[src/sv/hfbe_pkg.sv]
// ----------------------------------------------------------------------------
// hfbe_pkg
// Shared types, character codes and helpers for the header field body
// extractor.
// ----------------------------------------------------------------------------
`default_nettype none

package hfbe_pkg;

   localparam int NAME_BYTES_DEFAULT = 32;
   localparam int HOLD_DEPTH_DEFAULT = 16;

   // name register file holds 32 bytes; positions beyond read as zero
   localparam int NAME_REG_BYTES = 32;
   localparam int NAME_IDX_W     = 5;
   localparam int LEN_W          = 7;

   localparam int QUEUE_DEPTH = 4;

   localparam int CSR_INDEX_W = 3;
   localparam int CSR_DATA_W  = 64;

   localparam logic [CSR_INDEX_W-1:0] CSR_NAME_LOW      = 3'd0;
   localparam logic [CSR_INDEX_W-1:0] CSR_NAME_MID_LOW  = 3'd1;
   localparam logic [CSR_INDEX_W-1:0] CSR_NAME_MID_HIGH = 3'd2;
   localparam logic [CSR_INDEX_W-1:0] CSR_NAME_HIGH     = 3'd3;
   localparam logic [CSR_INDEX_W-1:0] CSR_NAME_LENGTH   = 3'd4;
   localparam logic [CSR_INDEX_W-1:0] CSR_OCCURRENCE    = 3'd5;
   localparam logic [CSR_INDEX_W-1:0] CSR_STRIP_FOLDING = 3'd6;

   localparam logic [7:0] CHAR_COLON = 8'h3A;
   localparam logic [7:0] CHAR_LF    = 8'h0A;
   localparam logic [7:0] CHAR_CR    = 8'h0D;
   localparam logic [7:0] CHAR_TAB   = 8'h09;
   localparam logic [7:0] CHAR_SPACE = 8'h20;

   typedef enum logic [2:0] {
      PH_MATCH,
      PH_NAME_DONE,
      PH_SKIP,
      PH_LEAD,
      PH_BODY,
      PH_DONE
   } phase_type;

   typedef enum logic [1:0] {
      BK_IDLE,
      BK_FOLD,
      BK_WORK
   } back_state_type;

   typedef enum logic [1:0] {
      ACT_NONE,
      ACT_PUSH_WS,
      ACT_FLUSH
   } act_type;

   // one unit of work for the back end
   typedef struct packed {
      logic       push_cr;
      act_type    act;
      logic [7:0] data;
      logic       last;
      logic       found;
   } cmd_type;

   typedef struct packed {
      logic [8*NAME_REG_BYTES-1:0] name_chars;
      logic [5:0]                  name_length;
      logic [7:0]                  occurrence_wanted;
      logic                        strip_folding;
   } cfg_type;

   function automatic logic is_ws(input logic [7:0] c);
      return c inside {CHAR_SPACE, [8'd9:8'd13]};
   endfunction

   function automatic logic is_tab_sp(input logic [7:0] c);
      return c inside {CHAR_SPACE, CHAR_TAB};
   endfunction

   function automatic logic [7:0] to_lower(input logic [7:0] c);
      return (c inside {[8'h41:8'h5A]}) ? c + 8'd32 : c;
   endfunction

endpackage

`default_nettype wire

[src/sv/header_field_body_extractor.sv]
// Bytes outside the wanted body are taken one per cycle while the command queue
// is not full. Each body or end byte takes the back end longer for every held
// byte released and for a kept CR, which goes into the hold first; output stalls
// delay results further, and a 4-entry command queue lets the front run ahead.
// Reset: synchronous, active high; clears all control state, not the hold memory.
// ----------------------------------------------------------------------------
// header_field_body_extractor
// Extracts the body of the chosen occurrence of a named mail header field
// from a stream of raw header bytes.
// ----------------------------------------------------------------------------
`default_nettype none

module header_field_body_extractor #(
   parameter int NAME_BYTES = hfbe_pkg::NAME_BYTES_DEFAULT,
   parameter int HOLD_DEPTH = hfbe_pkg::HOLD_DEPTH_DEFAULT
) (
   input  wire logic                             clock,
   input  wire logic                             reset,
   input  wire logic                             csr_write_enable,
   input  wire logic [hfbe_pkg::CSR_INDEX_W-1:0] csr_index,
   input  wire logic [hfbe_pkg::CSR_DATA_W-1:0]  csr_write_data,
   input  wire logic                             req_valid,
   output logic                                  req_ready,
   input  wire logic [7:0]                       req_header_byte,
   input  wire logic                             req_final_byte,
   output logic                                  rsp_valid,
   input  wire logic                             rsp_ready,
   output logic [7:0]                            rsp_body_byte,
   output logic                                  rsp_byte_present,
   output logic                                  rsp_found,
   output logic                                  rsp_end_of_body
);
   import hfbe_pkg::*;

   cfg_type cfg_ff;
   logic    q_full, q_push, q_pop, q_empty;
   cmd_type q_in_data, q_out_data;

   always_ff @(posedge clock) begin
      if (reset) begin
         cfg_ff <= '0;
      end else if (csr_write_enable) begin
         case (csr_index)
            CSR_NAME_LOW:      cfg_ff.name_chars[63:0]    <= csr_write_data;
            CSR_NAME_MID_LOW:  cfg_ff.name_chars[127:64]  <= csr_write_data;
            CSR_NAME_MID_HIGH: cfg_ff.name_chars[191:128] <= csr_write_data;
            CSR_NAME_HIGH:     cfg_ff.name_chars[255:192] <= csr_write_data;
            CSR_NAME_LENGTH:   cfg_ff.name_length         <= csr_write_data[5:0];
            CSR_OCCURRENCE:    cfg_ff.occurrence_wanted   <= csr_write_data[7:0];
            CSR_STRIP_FOLDING: cfg_ff.strip_folding       <= csr_write_data[0];
            default: ;
         endcase
      end
   end

   hfbe_front #(
      .NAME_BYTES (NAME_BYTES)
   ) u_front (
      .clock           (clock),
      .reset           (reset),
      .cfg             (cfg_ff),
      .req_valid       (req_valid),
      .req_ready       (req_ready),
      .req_header_byte (req_header_byte),
      .req_final_byte  (req_final_byte),
      .q_full          (q_full),
      .q_push          (q_push),
      .q_data          (q_in_data)
   );

   hfbe_queue u_queue (
      .clock     (clock),
      .reset     (reset),
      .push      (q_push),
      .push_data (q_in_data),
      .full      (q_full),
      .pop       (q_pop),
      .pop_data  (q_out_data),
      .empty     (q_empty)
   );

   hfbe_back #(
      .HOLD_DEPTH (HOLD_DEPTH)
   ) u_back (
      .clock            (clock),
      .reset            (reset),
      .q_empty          (q_empty),
      .q_data           (q_out_data),
      .q_pop            (q_pop),
      .rsp_valid        (rsp_valid),
      .rsp_ready        (rsp_ready),
      .rsp_body_byte    (rsp_body_byte),
      .rsp_byte_present (rsp_byte_present),
      .rsp_found        (rsp_found),
      .rsp_end_of_body  (rsp_end_of_body)
   );

endmodule

`default_nettype wire

[src/sv/hfbe_front.sv]
// ----------------------------------------------------------------------------
// hfbe_front
// Accepts header bytes, tracks line starts, name matching and occurrence
// counting, and turns body bytes and the body's end into hold-buffer commands.
// ----------------------------------------------------------------------------
`default_nettype none

module hfbe_front #(
   parameter int NAME_BYTES = hfbe_pkg::NAME_BYTES_DEFAULT
) (
   input  wire logic              clock,
   input  wire logic              reset,
   input  wire hfbe_pkg::cfg_type cfg,
   input  wire logic              req_valid,
   output logic                   req_ready,
   input  wire logic [7:0]        req_header_byte,
   input  wire logic              req_final_byte,
   input  wire logic              q_full,
   output logic                   q_push,
   output hfbe_pkg::cmd_type      q_data
);
   import hfbe_pkg::*;

   localparam int PW = $clog2(NAME_BYTES + 1);
   localparam logic [LEN_W-1:0] NAME_LIMIT = LEN_W'(NAME_BYTES);

   phase_type        phase_ff, phase_in, phase_step;
   logic [PW-1:0]    pos_ff, pos_in;
   logic [7:0]       occ_ff, occ_in, occ_cur;
   logic [7:0]       prev_ff, prev_in;
   logic             fresh_ff, fresh_in;

   logic             acc;
   logic [7:0]       c;
   logic [LEN_W-1:0] len;
   logic [NAME_IDX_W-1:0] name_idx;
   logic [7:0]       name_pos_byte;
   logic             hit_pos, hit_zero, pos_done, cr_restart;
   logic [PW-1:0]    pos_inc;
   logic [7:0]       body_p;
   logic             body_end;
   cmd_type          cmd;
   logic             cmd_needed;

   assign req_ready = !q_full;
   assign acc       = req_valid && !q_full;
   assign c         = req_header_byte;
   assign occ_cur   = fresh_ff ? cfg.occurrence_wanted : occ_ff;

   assign len = (LEN_W'(cfg.name_length) > NAME_LIMIT) ? NAME_LIMIT
                                                        : LEN_W'(cfg.name_length);

   assign name_idx      = NAME_IDX_W'(pos_ff);
   assign name_pos_byte = (LEN_W'(pos_ff) < LEN_W'(NAME_REG_BYTES))
                          ? cfg.name_chars[{name_idx, 3'b000} +: 8] : 8'd0;

   assign pos_inc  = pos_ff + PW'(1);
   assign hit_pos  = (LEN_W'(pos_ff) < len) && (to_lower(c) == to_lower(name_pos_byte));
   assign pos_done = (LEN_W'(pos_inc) == len);
   assign hit_zero = (len != '0) && (to_lower(c) == to_lower(cfg.name_chars[7:0]));
   // a lone CR ends the line: this byte starts a new one
   assign cr_restart = (prev_ff == CHAR_CR) && (c != CHAR_LF);

   assign body_p   = (phase_ff == PH_BODY) ? prev_ff : CHAR_SPACE;
   assign body_end = ((body_p == CHAR_LF) && !is_tab_sp(c)) ||
                     ((body_p == CHAR_CR) && (c != CHAR_LF) && !is_tab_sp(c));

   // next phase
   always_comb begin
      phase_step = phase_ff;
      case (phase_ff)
         PH_MATCH: begin
            if (hit_pos) begin
               if (pos_done) phase_step = PH_NAME_DONE;
            end else if (c == CHAR_LF) begin
               phase_step = PH_MATCH;
            end else begin
               phase_step = PH_SKIP;
            end
         end
         PH_SKIP: begin
            if (cr_restart) begin
               if (hit_zero) begin
                  phase_step = (len == LEN_W'(1)) ? PH_NAME_DONE : PH_MATCH;
               end else begin
                  phase_step = PH_SKIP;
               end
            end else if (c == CHAR_LF) begin
               phase_step = PH_MATCH;
            end
         end
         PH_NAME_DONE: begin
            if (!is_ws(c)) begin
               phase_step = (c == CHAR_COLON && occ_cur == 8'd0) ? PH_LEAD : PH_SKIP;
            end
         end
         PH_LEAD: begin
            if (!is_ws(c)) phase_step = body_end ? PH_DONE : PH_BODY;
         end
         PH_BODY: begin
            if (body_end) phase_step = PH_DONE;
         end
         PH_DONE: phase_step = PH_DONE;
         default: phase_step = PH_MATCH;
      endcase

      if (!acc) begin
         phase_in = phase_ff;
      end else if (req_final_byte) begin
         phase_in = PH_MATCH;
      end else begin
         phase_in = phase_step;
      end
   end

   // byte-level state and command
   always_comb begin
      pos_in   = pos_ff;
      prev_in  = prev_ff;
      occ_in   = occ_cur;
      fresh_in = 1'b0;
      cmd      = '{push_cr: 1'b0, act: ACT_NONE, data: c, last: 1'b0, found: 1'b0};

      case (phase_ff)
         PH_MATCH: begin
            prev_in = c;
            pos_in  = hit_pos ? pos_inc : '0;
         end
         PH_SKIP: begin
            prev_in = c;
            pos_in  = (cr_restart && hit_zero) ? PW'(1) : '0;
         end
         PH_NAME_DONE: begin
            if (!is_ws(c)) begin
               prev_in = c;
               if (c == CHAR_COLON && occ_cur != 8'd0) occ_in = occ_cur - 8'd1;
            end
         end
         PH_LEAD, PH_BODY: begin
            if (phase_ff == PH_BODY || !is_ws(c)) begin
               if (body_end) begin
                  cmd.last  = 1'b1;
                  cmd.found = 1'b1;
               end else begin
                  prev_in = c;
                  if (cfg.strip_folding) begin
                     // drop an LF line break with its CR and the fold character after it
                     if (c != CHAR_CR && c != CHAR_LF && body_p != CHAR_LF) begin
                        cmd.push_cr = (body_p == CHAR_CR);
                        cmd.act     = is_ws(c) ? ACT_PUSH_WS : ACT_FLUSH;
                     end
                  end else begin
                     cmd.act = is_ws(c) ? ACT_PUSH_WS : ACT_FLUSH;
                  end
               end
            end
         end
         default: ;
      endcase

      if (req_final_byte) begin
         if (phase_step != PH_DONE) begin
            cmd.last  = 1'b1;
            cmd.found = (phase_step == PH_LEAD) || (phase_step == PH_BODY);
         end
         pos_in   = '0;
         prev_in  = CHAR_SPACE;
         fresh_in = 1'b1;
      end
   end

   assign cmd_needed = cmd.push_cr || (cmd.act != ACT_NONE) || cmd.last;
   assign q_push     = acc && cmd_needed;
   assign q_data     = cmd;

   always_ff @(posedge clock) begin
      if (reset) begin
         phase_ff <= PH_MATCH;
         pos_ff   <= '0;
         occ_ff   <= '0;
         prev_ff  <= CHAR_SPACE;
         fresh_ff <= 1'b1;
      end else if (acc) begin
         phase_ff <= phase_in;
         pos_ff   <= pos_in;
         occ_ff   <= occ_in;
         prev_ff  <= prev_in;
         fresh_ff <= fresh_in;
      end
   end

endmodule

`default_nettype wire

[src/sv/hfbe_queue.sv]
// ----------------------------------------------------------------------------
// hfbe_queue
// Short command queue between the front and back ends.
// ----------------------------------------------------------------------------
`default_nettype none

module hfbe_queue (
   input  wire logic              clock,
   input  wire logic              reset,
   input  wire logic              push,
   input  wire hfbe_pkg::cmd_type push_data,
   output logic                   full,
   input  wire logic              pop,
   output hfbe_pkg::cmd_type      pop_data,
   output logic                   empty
);
   import hfbe_pkg::*;

   localparam int QPW = $clog2(QUEUE_DEPTH);
   localparam int QCW = $clog2(QUEUE_DEPTH + 1);

   cmd_type        slot_ff [QUEUE_DEPTH];
   logic [QPW-1:0] wr_ptr_ff, rd_ptr_ff;
   logic [QCW-1:0] count_ff, count_in;
   logic           do_push, do_pop;

   assign full     = (count_ff == QCW'(QUEUE_DEPTH));
   assign empty    = (count_ff == '0);
   assign do_push  = push && !full;
   assign do_pop   = pop && !empty;
   assign pop_data = slot_ff[rd_ptr_ff];

   always_comb begin
      count_in = count_ff;
      if (do_push && !do_pop) count_in = count_ff + QCW'(1);
      if (!do_push && do_pop) count_in = count_ff - QCW'(1);
   end

   always_ff @(posedge clock) begin
      if (do_push) slot_ff[wr_ptr_ff] <= push_data;
   end

   always_ff @(posedge clock) begin
      if (reset) begin
         wr_ptr_ff <= '0;
         rd_ptr_ff <= '0;
         count_ff  <= '0;
      end else begin
         if (do_push) wr_ptr_ff <= wr_ptr_ff + QPW'(1);
         if (do_pop)  rd_ptr_ff <= rd_ptr_ff + QPW'(1);
         count_ff <= count_in;
      end
   end

endmodule

`default_nettype wire

[src/sv/hfbe_back.sv]
// ----------------------------------------------------------------------------
// hfbe_back
// Runs hold-buffer commands: holds trailing whitespace, releases it ahead of
// body bytes or on overflow, and marks the end of the extraction.
// ----------------------------------------------------------------------------
`default_nettype none

module hfbe_back #(
   parameter int HOLD_DEPTH = hfbe_pkg::HOLD_DEPTH_DEFAULT
) (
   input  wire logic              clock,
   input  wire logic              reset,
   input  wire logic              q_empty,
   input  wire hfbe_pkg::cmd_type q_data,
   output logic                   q_pop,
   output logic                   rsp_valid,
   input  wire logic              rsp_ready,
   output logic [7:0]             rsp_body_byte,
   output logic                   rsp_byte_present,
   output logic                   rsp_found,
   output logic                   rsp_end_of_body
);
   import hfbe_pkg::*;

   localparam int HW = $clog2(HOLD_DEPTH);
   localparam int CW = $clog2(HOLD_DEPTH + 1);
   localparam int SW = CW + 1;
   localparam int RW = $clog2(HOLD_DEPTH + 3);
   localparam logic [CW-1:0] DEPTH_C = CW'(HOLD_DEPTH);
   localparam logic [SW-1:0] DEPTH_S = SW'(HOLD_DEPTH);

   function automatic logic [HW-1:0] wrap_idx(input logic [SW-1:0] s);
      return (s >= DEPTH_S) ? HW'(s - DEPTH_S) : HW'(s);
   endfunction

   back_state_type state_ff, state_in;
   cmd_type        cmd_ff, cmd_in;
   logic [HW-1:0]  head_ff, head_in, head_next, tail;
   logic [CW-1:0]  count_ff, count_in;
   logic [RW-1:0]  rem_ff, rem_in, rem_load;
   logic [7:0]     hold_mem [HOLD_DEPTH];
   logic [7:0]     rd_ff;

   logic           wr_en;
   logic [HW-1:0]  wr_addr;
   logic [7:0]     wr_data;

   logic           out_free, hold_full, mark;
   logic           emit, emit_present, emit_found, emit_last;
   logic [7:0]     emit_byte;
   logic           fold_done, work_done;

   logic           ld_cr_emit;
   logic [CW-1:0]  ld_count1;
   logic [RW-1:0]  ld_rest;

   logic           rsp_valid_ff;
   logic [7:0]     body_ff;
   logic           present_ff, found_ff, end_ff;

   assign out_free  = !rsp_valid_ff || rsp_ready;
   assign hold_full = (count_ff == DEPTH_C);
   assign head_next = wrap_idx(SW'(head_ff) + SW'(1));
   assign tail      = wrap_idx(SW'(head_ff) + SW'(count_ff));
   assign mark      = cmd_ff.last && (rem_ff == RW'(1));

   // number of data-byte results the incoming command will produce
   always_comb begin
      ld_cr_emit = q_data.push_cr && hold_full;
      ld_count1  = (q_data.push_cr && !hold_full) ? count_ff + CW'(1) : count_ff;
      case (q_data.act)
         ACT_PUSH_WS: ld_rest = RW'(ld_count1 == DEPTH_C);
         ACT_FLUSH:   ld_rest = RW'(ld_count1) + RW'(1);
         default:     ld_rest = '0;
      endcase
      rem_load = RW'(ld_cr_emit) + ld_rest;
   end

   // next state
   always_comb begin
      state_in = state_ff;
      case (state_ff)
         BK_IDLE: begin
            if (!q_empty) state_in = q_data.push_cr ? BK_FOLD : BK_WORK;
         end
         BK_FOLD: begin
            if (fold_done) state_in = BK_WORK;
         end
         BK_WORK: begin
            if (work_done) state_in = BK_IDLE;
         end
         default: state_in = BK_IDLE;
      endcase
   end

   // datapath actions
   always_comb begin
      q_pop        = 1'b0;
      cmd_in       = cmd_ff;
      rem_in       = rem_ff;
      head_in      = head_ff;
      count_in     = count_ff;
      wr_en        = 1'b0;
      wr_addr      = tail;
      wr_data      = CHAR_CR;
      emit         = 1'b0;
      emit_byte    = rd_ff;
      emit_present = 1'b1;
      emit_found   = mark;
      emit_last    = mark;
      fold_done    = 1'b0;
      work_done    = 1'b0;

      case (state_ff)
         BK_IDLE: begin
            if (!q_empty) begin
               q_pop  = 1'b1;
               cmd_in = q_data;
               rem_in = rem_load;
            end
         end
         BK_FOLD: begin
            if (hold_full) begin
               // overflow: release the oldest and reuse its slot
               if (out_free) begin
                  emit      = 1'b1;
                  head_in   = head_next;
                  wr_en     = 1'b1;
                  wr_addr   = head_ff;
                  rem_in    = rem_ff - RW'(1);
                  fold_done = 1'b1;
               end
            end else begin
               wr_en     = 1'b1;
               count_in  = count_ff + CW'(1);
               fold_done = 1'b1;
            end
         end
         BK_WORK: begin
            case (cmd_ff.act)
               ACT_PUSH_WS: begin
                  wr_data = cmd_ff.data;
                  if (hold_full) begin
                     if (out_free) begin
                        emit      = 1'b1;
                        head_in   = head_next;
                        wr_en     = 1'b1;
                        wr_addr   = head_ff;
                        rem_in    = rem_ff - RW'(1);
                        work_done = 1'b1;
                     end
                  end else if (!cmd_ff.last || out_free) begin
                     wr_en     = 1'b1;
                     count_in  = count_ff + CW'(1);
                     work_done = 1'b1;
                     if (cmd_ff.last) begin
                        emit         = 1'b1;
                        emit_byte    = 8'd0;
                        emit_present = 1'b0;
                        emit_found   = cmd_ff.found;
                        emit_last    = 1'b1;
                     end
                  end
               end
               ACT_FLUSH: begin
                  if (out_free) begin
                     emit = 1'b1;
                     if (count_ff != '0) begin
                        head_in  = head_next;
                        count_in = count_ff - CW'(1);
                        rem_in   = rem_ff - RW'(1);
                     end else begin
                        emit_byte = cmd_ff.data;
                        work_done = 1'b1;
                     end
                  end
               end
               default: begin
                  if (!cmd_ff.last) begin
                     work_done = 1'b1;
                  end else if (out_free) begin
                     emit         = 1'b1;
                     emit_byte    = 8'd0;
                     emit_present = 1'b0;
                     emit_found   = cmd_ff.found;
                     emit_last    = 1'b1;
                     work_done    = 1'b1;
                  end
               end
            endcase
            // end of extraction: drop whatever is still held
            if (work_done && cmd_ff.last) begin
               head_in  = '0;
               count_in = '0;
            end
         end
         default: ;
      endcase
   end

   // hold memory, read data always tracks the next head (write-first bypass)
   always_ff @(posedge clock) begin
      if (wr_en) hold_mem[wr_addr] <= wr_data;
      if (wr_en && wr_addr == head_in) begin
         rd_ff <= wr_data;
      end else begin
         rd_ff <= hold_mem[head_in];
      end
   end

   always_ff @(posedge clock) begin
      if (reset) begin
         state_ff     <= BK_IDLE;
         head_ff      <= '0;
         count_ff     <= '0;
         rem_ff       <= '0;
         rsp_valid_ff <= 1'b0;
      end else begin
         state_ff <= state_in;
         head_ff  <= head_in;
         count_ff <= count_in;
         rem_ff   <= rem_in;
         if (emit) begin
            rsp_valid_ff <= 1'b1;
         end else if (rsp_ready) begin
            rsp_valid_ff <= 1'b0;
         end
      end
   end

   always_ff @(posedge clock) begin
      cmd_ff <= cmd_in;
      if (emit) begin
         body_ff    <= emit_byte;
         present_ff <= emit_present;
         found_ff   <= emit_found;
         end_ff     <= emit_last;
      end
   end

   assign rsp_valid        = rsp_valid_ff;
   assign rsp_body_byte    = body_ff;
   assign rsp_byte_present = present_ff;
   assign rsp_found        = found_ff;
   assign rsp_end_of_body  = end_ff;

endmodule

`default_nettype wire
[config.mk]
export PLATFORM = sky130hd
export DESIGN_NAME = header_field_body_extractor
export DESIGN_NICKNAME = d
export VERILOG_FILES = /design/src/sv/hfbe_pkg.sv /design/src/sv/header_field_body_extractor.sv /design/src/sv/hfbe_front.sv /design/src/sv/hfbe_queue.sv /design/src/sv/hfbe_back.sv
export SDC_FILE = /design/constraint.sdc
export NUM_CORES = 1
export LEC_CHECK = 0
export ABC_AREA = 1
export BUFFER_PORTS_ARGS = -buffer_cell sky130_fd_sc_hd__buf_2
export CAP_MARGIN = 15
export CELL_PAD_IN_SITES_DETAIL_PLACEMENT = 2
export CELL_PAD_IN_SITES_GLOBAL_PLACEMENT = 2
export CORE_UTILIZATION = 37
export DETAILED_ROUTE_END_ITERATION = 16
export GPL_ROUTABILITY_DRIVEN = 0
export GPL_TIMING_DRIVEN = 0
export HOLD_SLACK_MARGIN = 0.08
export PLACE_DENSITY = 0.81
export SKIP_CTS_REPAIR_TIMING = 1
export SLEW_MARGIN = 20
export SYNTH_ARGS = -nofsm -noshare
export SYNTH_HDL_FRONTEND = slang
export SYNTH_SLANG_ARGS = --single-unit
[constraint.sdc]
create_clock -name clock -period 4 [get_ports clock]
set_input_delay 0.8 -clock clock [delete_from_list [all_inputs] [get_ports clock]]
set_output_delay 0.8 -clock clock [all_outputs]
set_load 0.005 [all_outputs]
## After elaboration in Yosys (flattened, before gate mapping)

Memory sizes are Yosys's and may differ from the RTL's. A register that Yosys moved wholly into a read port is not among the register bits.
Cells that the tools add are included.

- Flip-flop bits (word level): 344
- Memory bits (writable): 180
- Input port bits: 81
- Logic and storage cells: 333
- Memories: 2

Memories:

| memory | depth | width | read ports | clocked after memory_dff | wr ports | RTL line | text |
|---|---|---|---|---|---|---|---|
| u_back.hold_mem | 16 | 8 | 1 | 1 | 1 | hfbe_back.sv:41 | `logic [7:0] hold_mem [HOLD_DEPTH];` |
| u_queue.slot_ff | 4 | 13 | 1 | 1 | 1 | hfbe_queue.sv:22 | `cmd_type slot_ff [QUEUE_DEPTH];` |

- Add/sub/neg operators: 18
- $lt $le $gt $ge: 13
- Equality and inequality tests: 53
- Shift-type cells: 1
- Multiplexer cells: 144
- Bitwise operators: 1
- Reductions and logical operators: 73

Operators by type and width:

| cell | count |
|---|---|
| variable part select 256 x 9 -> 8 bit | 1 |
| 2-to-1 mux 8 bit | 23 |
| 2-to-1 mux 5 bit | 12 |
| 2-to-1 mux 1 bit | 47 |
| 2-to-1 mux 3 bit | 15 |
| equality test 8 x 4 -> 1 bit, second input constant | 5 |
| 2-to-1 mux 4 bit | 10 |
| one-hot mux 5 bit (2 select lines) | 4 |
| 2-to-1 mux 2 bit | 14 |
| logical AND 1 bit | 25 |
| adder 8 x 6 -> 8 bit, second input constant | 3 |
| >= comparator 8 x 7 -> 1 bit, second input constant | 3 |
| less-or-equal comparator 8 x 7 -> 1 bit, second input constant | 3 |
| inequality test 8 x 4 -> 1 bit, second input constant | 3 |
| one-hot mux 4 bit (2 select lines) | 3 |
| one-hot mux 8 bit (3 select lines) | 1 |
| equality test 3 bit, second input constant | 7 |
| 2-to-1 mux 6 bit | 3 |
| one-hot mux 3 bit (6 select lines) | 1 |
| AND reduction 2 bit | 9 |
| equality test 8 x 6 -> 1 bit, second input constant | 2 |
| equality test 8 bit | 2 |
| one-hot mux 8 bit (2 select lines) | 1 |
| equality test 3 x 2 -> 1 bit, second input constant | 5 |
| other kinds (52) | 101 |

## Longest topological paths before layout

- Depth after elaboration: 19
- Gate-level depth with buffers: 23
- Gate-level depth less buffers: 21

## Modules after synthesis

Synthesis repeated with hierarchy kept, for this count alone.

- Cells, all modules: 3630
- Area total of the unflattened synthesis: 27017.2 µm²

Modules (own cells, without submodules):

| module | instances | cells each | area an instance (µm²) |
|---|---|---|---|
| header_field_body_extractor | 1 | 1551 | 10787.8 |
| hfbe_back | 1 | 836 | 8384.3 |
| hfbe_front | 1 | 1047 | 5385.2 |
| hfbe_queue | 1 | 196 | 2459.9 |

## Least setup slack after synthesis

No wires, ideal clock.

- Path kind: input-to-reg
- Start point: input port req_header_byte[3]
- End point: memory u_queue.slot_ff[0][0] (netlist name) (enable)
- Setup time: 382 ps
- Arrival time: 3096 ps
- Data required time: 3618 ps
- Setup slack: 522 ps
- Stages on the path: 15
- Path buffers: 1
- Path through: buf_2 inv_1 nor2_1 nand3_1 nor2_1 nor2_1 inv_1 a21oi_1 inv_1 o21ai_0 a2111oi_2 nor2_1 nand2_1 nand2_1 nor2_1

RTL lines:

| item | RTL line | text |
|---|---|---|
| start, declared | header_field_body_extractor.sv:24 | `input wire logic [7:0] req_header_byte,` |
| end, declared | hfbe_queue.sv:22 |  |

## Worst setup path after layout

- Start point: register u_back.count_ff[1]
- End point: memory u_back.hold_mem[11][4] (enable)

- Longest elaborated chain between the ends: 7

Ends and longest elaborated chain:

| item | RTL line | text |
|---|---|---|
| start, declared | hfbe_back.sv:39 | `logic [CW-1:0] count_ff, count_in;` |
| start signal, assigned | hfbe_back.sv:221 | `count_ff <= count_in;` |
| adder 4 x 5 -> 6 bit | hfbe_back.sv:64 | `assign tail = wrap_idx(SW'(head_ff) + SW'(count_ff));` |
| >= comparator 6 x 5 -> 1 bit or subtractor 4 x 1 -> 4 bit (tied branches) | hfbe_back.sv:33 | `return (s >= DEPTH_S) ? HW'(s - DEPTH_S) : HW'(s);` |
| 2-to-1 mux 4 bit | hfbe_back.sv:33 |  |
| 2-to-1 mux 4 bit | hfbe_back.sv:125, hfbe_back.sv:144 |  |
| 2-to-1 mux 4 bit | hfbe_back.sv:123 | `if (hold_full) begin` |
| 2-to-1 mux 4 bit | hfbe_back.sv:140 | `case (cmd_ff.act)` |
| one-hot mux 4 bit (2 select lines) | hfbe_back.sv:114 | `case (state_ff)` |
| end, declared | hfbe_back.sv:41 |  |

Parallel ways exist; a longest one is shown, timed or not.

==> impl_metrics.env <==
export IMPL_first_global_vias=26470
export IMPL_r2r_slack_ps=40
export IMPL_drt_iter0_drc=1985
export IMPL_slew_violations=0
export IMPL_core_sq_mm=0.06575
export IMPL_root_buffer="clkbuf_16"
export IMPL_wirelength_mm=118.4
export IMPL_worstPathMaxFanout=10
export IMPL_grt_max_degree=19
export IMPL_start_util_pct=37.41
export IMPL_place_hpwl_mm=84.22
export IMPL_placedInstanceArea_sq_mm=0.02621
export IMPL_syn_to_final_growth_pct=16.19
export IMPL_worstMarginPinSlew_ps=1351
export IMPL_arrival_ps=4270
export IMPL_criticalPathCategory="reg2reg"
export IMPL_nets=3420
export IMPL_place_inst=4092
export IMPL_worstPathRequired_ps=4310
export IMPL_muxShareOfSynthArea_pct=0.08138
export IMPL_hold_path_depth=1
export IMPL_r2r_end="u_back.hold_mem[11][4]"
export IMPL_ys_top_cells_by_count="nor2_1, nand2_1, o21ai_0"
export IMPL_finalHoldViolCount=0
export IMPL_worstHoldStart="req_header_byte[3]"
export IMPL_finalCritPeriodShare_pct=99.01
export IMPL_postSynthCellCount=3133
export IMPL_drive_gt1_share_pct=8.629
export IMPL_synth_distinct_cells=49
export IMPL_cts_inserted_buffers=59
export IMPL_synthTopCellsByArea="dfxtp_1, edfxtp_1, nor2_1"
export IMPL_syn_area_sq_mm=0.02460
export IMPL_fin_area_sq_mm=0.02858
export IMPL_synth_area_leader_cell="dfxtp_1"
export IMPL_pwr_density_cell_mw_per_mm2=589.2
export IMPL_cpMostUsedCell="nand2_1"
export IMPL_ir_worst_vdd_v=0.0003999
export IMPL_end_kind="flop"
export IMPL_synth_edf_count=203
export IMPL_synth_top_family_by_area="simple AND/OR/NAND/NOR gates"
export IMPL_tns_ps=0
export IMPL_setup_viol=0
export IMPL_die_area_sq_mm=0.06752
export IMPL_syn_num_nets=3253
export IMPL_critical_path_startpoint_type="flop"
export IMPL_cts_sinks=530
export IMPL_port_buffers=92
export IMPL_dr_pass1_iters=6
export IMPL_die_x_um=259.8
export IMPL_syn_avg_cell_area_sq_um=7.851
export IMPL_yosysSeqAreaShare_pct=51.39
export IMPL_synth_top_area_share_pct=26.61
export IMPL_cts_htree_levels=2
export IMPL_path_clk_slew_ps=60
export IMPL_path_buf_inv=4
export IMPL_die_h_um=259.8
export IMPL_route_met3_wl_mm=5.395
export IMPL_cts_max_path_buffers=3
export IMPL_slew_limit_headroom_pct=9.610
export IMPL_synth_simple_area_share_pct=25.43
export IMPL_num_rows=94
export IMPL_grt_pass1_wl_mm=169.4
export IMPL_fin_skew_ps=55.05
export IMPL_fin_crit_ps=3961
export IMPL_wire_per_inst_um=28.05
export IMPL_critPathSlowestCell="o22ai_1"
export IMPL_wl_met1_mm=44.94
export IMPL_synthFlopType="dfxtp_1"
export IMPL_wl_met2_mm=59.82
export IMPL_r2r_worst_path_cells=13
export IMPL_antenna_found_initial=10
export IMPL_async_flop_share_pct=0
export IMPL_min_to="u_queue.slot_ff[3][5]"
export IMPL_max_freq_ghz=0.2525
export IMPL_synth_compound_area_share_pct=14.11
export IMPL_synthAdderAreaFrac_pct=2.045
export IMPL_yosysWarnings=0
export IMPL_cts_tree="built"
export IMPL_timing_rr_start="u_back.count_ff[1]"
export IMPL_maxCapViolCount=0
export IMPL_status="completed"
export IMPL_worst_path_dominant_cell_family="simple AND/OR/NAND/NOR gates"
export IMPL_crit_chain="inv_1 > ha_1 > nand2_1 > nor2_1 > inv_1 > nor2_1 > inv_2 > nor2_4 > buf_2 > nand2_1 > o22ai_1 > nand2_1 > nor2_4"
export IMPL_highest_layer="met5"
export IMPL_fin_cells=4220
export IMPL_ys_ff_latch=530
export IMPL_gr_usage_all_layers_pct=33.80
export IMPL_ios=94
export IMPL_critPathMaxStageDelay_ps=450
export IMPL_ant_nets=0
export IMPL_yosysMostFrequentCell="nor2_1"
export IMPL_grt_overflow=0
export IMPL_num_vias=24436
export IMPL_drcViolationCount=0
export IMPL_synth_xor_area_share_pct=1.104
export IMPL_via_per_inst=5.791
export IMPL_leakage_uw=0.01143
export IMPL_worstSkewPairLatency_ps=690
export IMPL_hold_path_class="in2reg"
where the power goes:
| group | internal [uW] | switching [uW] |
|---|---|---|
| registers | 6080 | 332 |
| logic | 1150 | 3440 |
| clock network | 3320 | 2500 |
state kept, by name (all words and copies together), names as in the netlist, named ones only:
signal and count:
u_back.rsp_end_of_body 1, u_back.rem_ff 5, u_queue.wr_ptr_ff 2, u_front.phase_ff 3, u_front.prev_ff 8, u_back.hold_mem 128, u_back.state_ff 2, cfg_ff 271
u_front.pos_ff 6, u_front.fresh_ff 1, u_back.rsp_body_byte 8, u_queue.rd_ptr_ff 2, u_queue.slot_ff 52, u_back.cmd_ff 12, u_front.occ_ff 8, u_back.head_ff 4
u_back.rsp_byte_present 1, u_back.rsp_valid 1, u_back.count_ff 5, u_queue.count_ff 3, u_back.rsp_found 1
worst max path at each step:
stage / slack (ps) / endpoint / cells past startpoint / from
after floorplan: 520 / u_queue.slot_ff[0][0] / 15 / req_header_byte[3]
after global placement: -730 / u_queue.slot_ff[3][2] / 14 / req_header_byte[1]
after detailed placement: -770 / u_queue.slot_ff[0][2] / 14 / req_header_byte[1]
after CTS: -640 / u_back.hold_mem[10][5] / 15 / u_back.count_ff[1]
after global routing: -90 / u_back.hold_mem[3][3] / 15 / u_back.count_ff[1]
final: 40 / u_back.hold_mem[11][4] / 13 / u_back.count_ff[1]
through the flow:
stage	worst slack, ps	power [uW]	util, %	hold WS [ps]
floorplan	522.0	8859	-	428.7
global placement	-727.9	10220	39.76	448.3
detailed placement	-771.1	10600	39.86	454.1
CTS	-642.8	16460	42.91	359.2
global route	-86.06	17350	43.46	380.3
finish	39.44	16840	43.47	385.1
placed cells by master (no fill, tap or decap), types with 4 or more instances in the layout:
| master | instances |
|---|---|
| nor3_1 | 11 |
| nand3b_1 | 4 |
| o221ai_1 | 27 |
| a221oi_1 | 5 |
| edfxtp_1 | 203 |
| nor2_1 | 688 |
| o22ai_1 | 21 |
| nand3_1 | 268 |
| nor2_4 | 18 |
| xnor2_1 | 6 |
| xor2_1 | 25 |
| clkbuf_8 | 4 |
| ha_1 | 37 |
| buf_12 | 8 |
| or2_2 | 8 |
| buf_4 | 13 |
| bufinv_16 | 7 |
| a211oi_1 | 10 |
| buf_2 | 126 |
| nand4_1 | 20 |
| inv_2 | 6 |
| o21ai_0 | 422 |
| buf_1 | 11 |
| nand2_1 | 495 |
| clkinv_2 | 8 |
| dfxtp_1 | 327 |
| o211ai_1 | 20 |
| clkbuf_16 | 60 |
| clkinv_1 | 8 |
| nor4_1 | 5 |
| o31ai_1 | 4 |
| nor2_2 | 12 |
| diode_2 | 7 |
| inv_1 | 163 |
| clkbuf_1 | 152 |
| a21oi_1 | 100 |
| nand2_2 | 4 |
per-layer routing:
metal | global-route usage, % | vias to the layer above
li1 | - | 10871
met1 | 37.72 | 12361
met2 | 61.18 | 834
met3 | 4.094 | 368
met4 | 20.41 | 2
met5 | 0 | -
cell families after synthesis:
kind of cell             Yosys count
adder cells (fa/ha/maj)           39
multiplexers                       2
buffers and inverters            359
AO/OA/AOI/OAI                    633
XOR/XNOR                          31
AND/OR/NAND/NOR                 1539
flip-flops                       530
final cells by class:
class	count	area (sq um)
Antenna cell	7	17.52
Buffer	184	778.2
Clock buffer	89	1654
Clock inverter	21	346.6
Fill cell	7488	37160
Inverter	175	656.9
Multi-Input combinational cell	2244	10720
Sequential cell	530	12640
Tap cell	864	1081
Timing Repair Buffer	106	684.4
(Power assumes the default switching activity.)
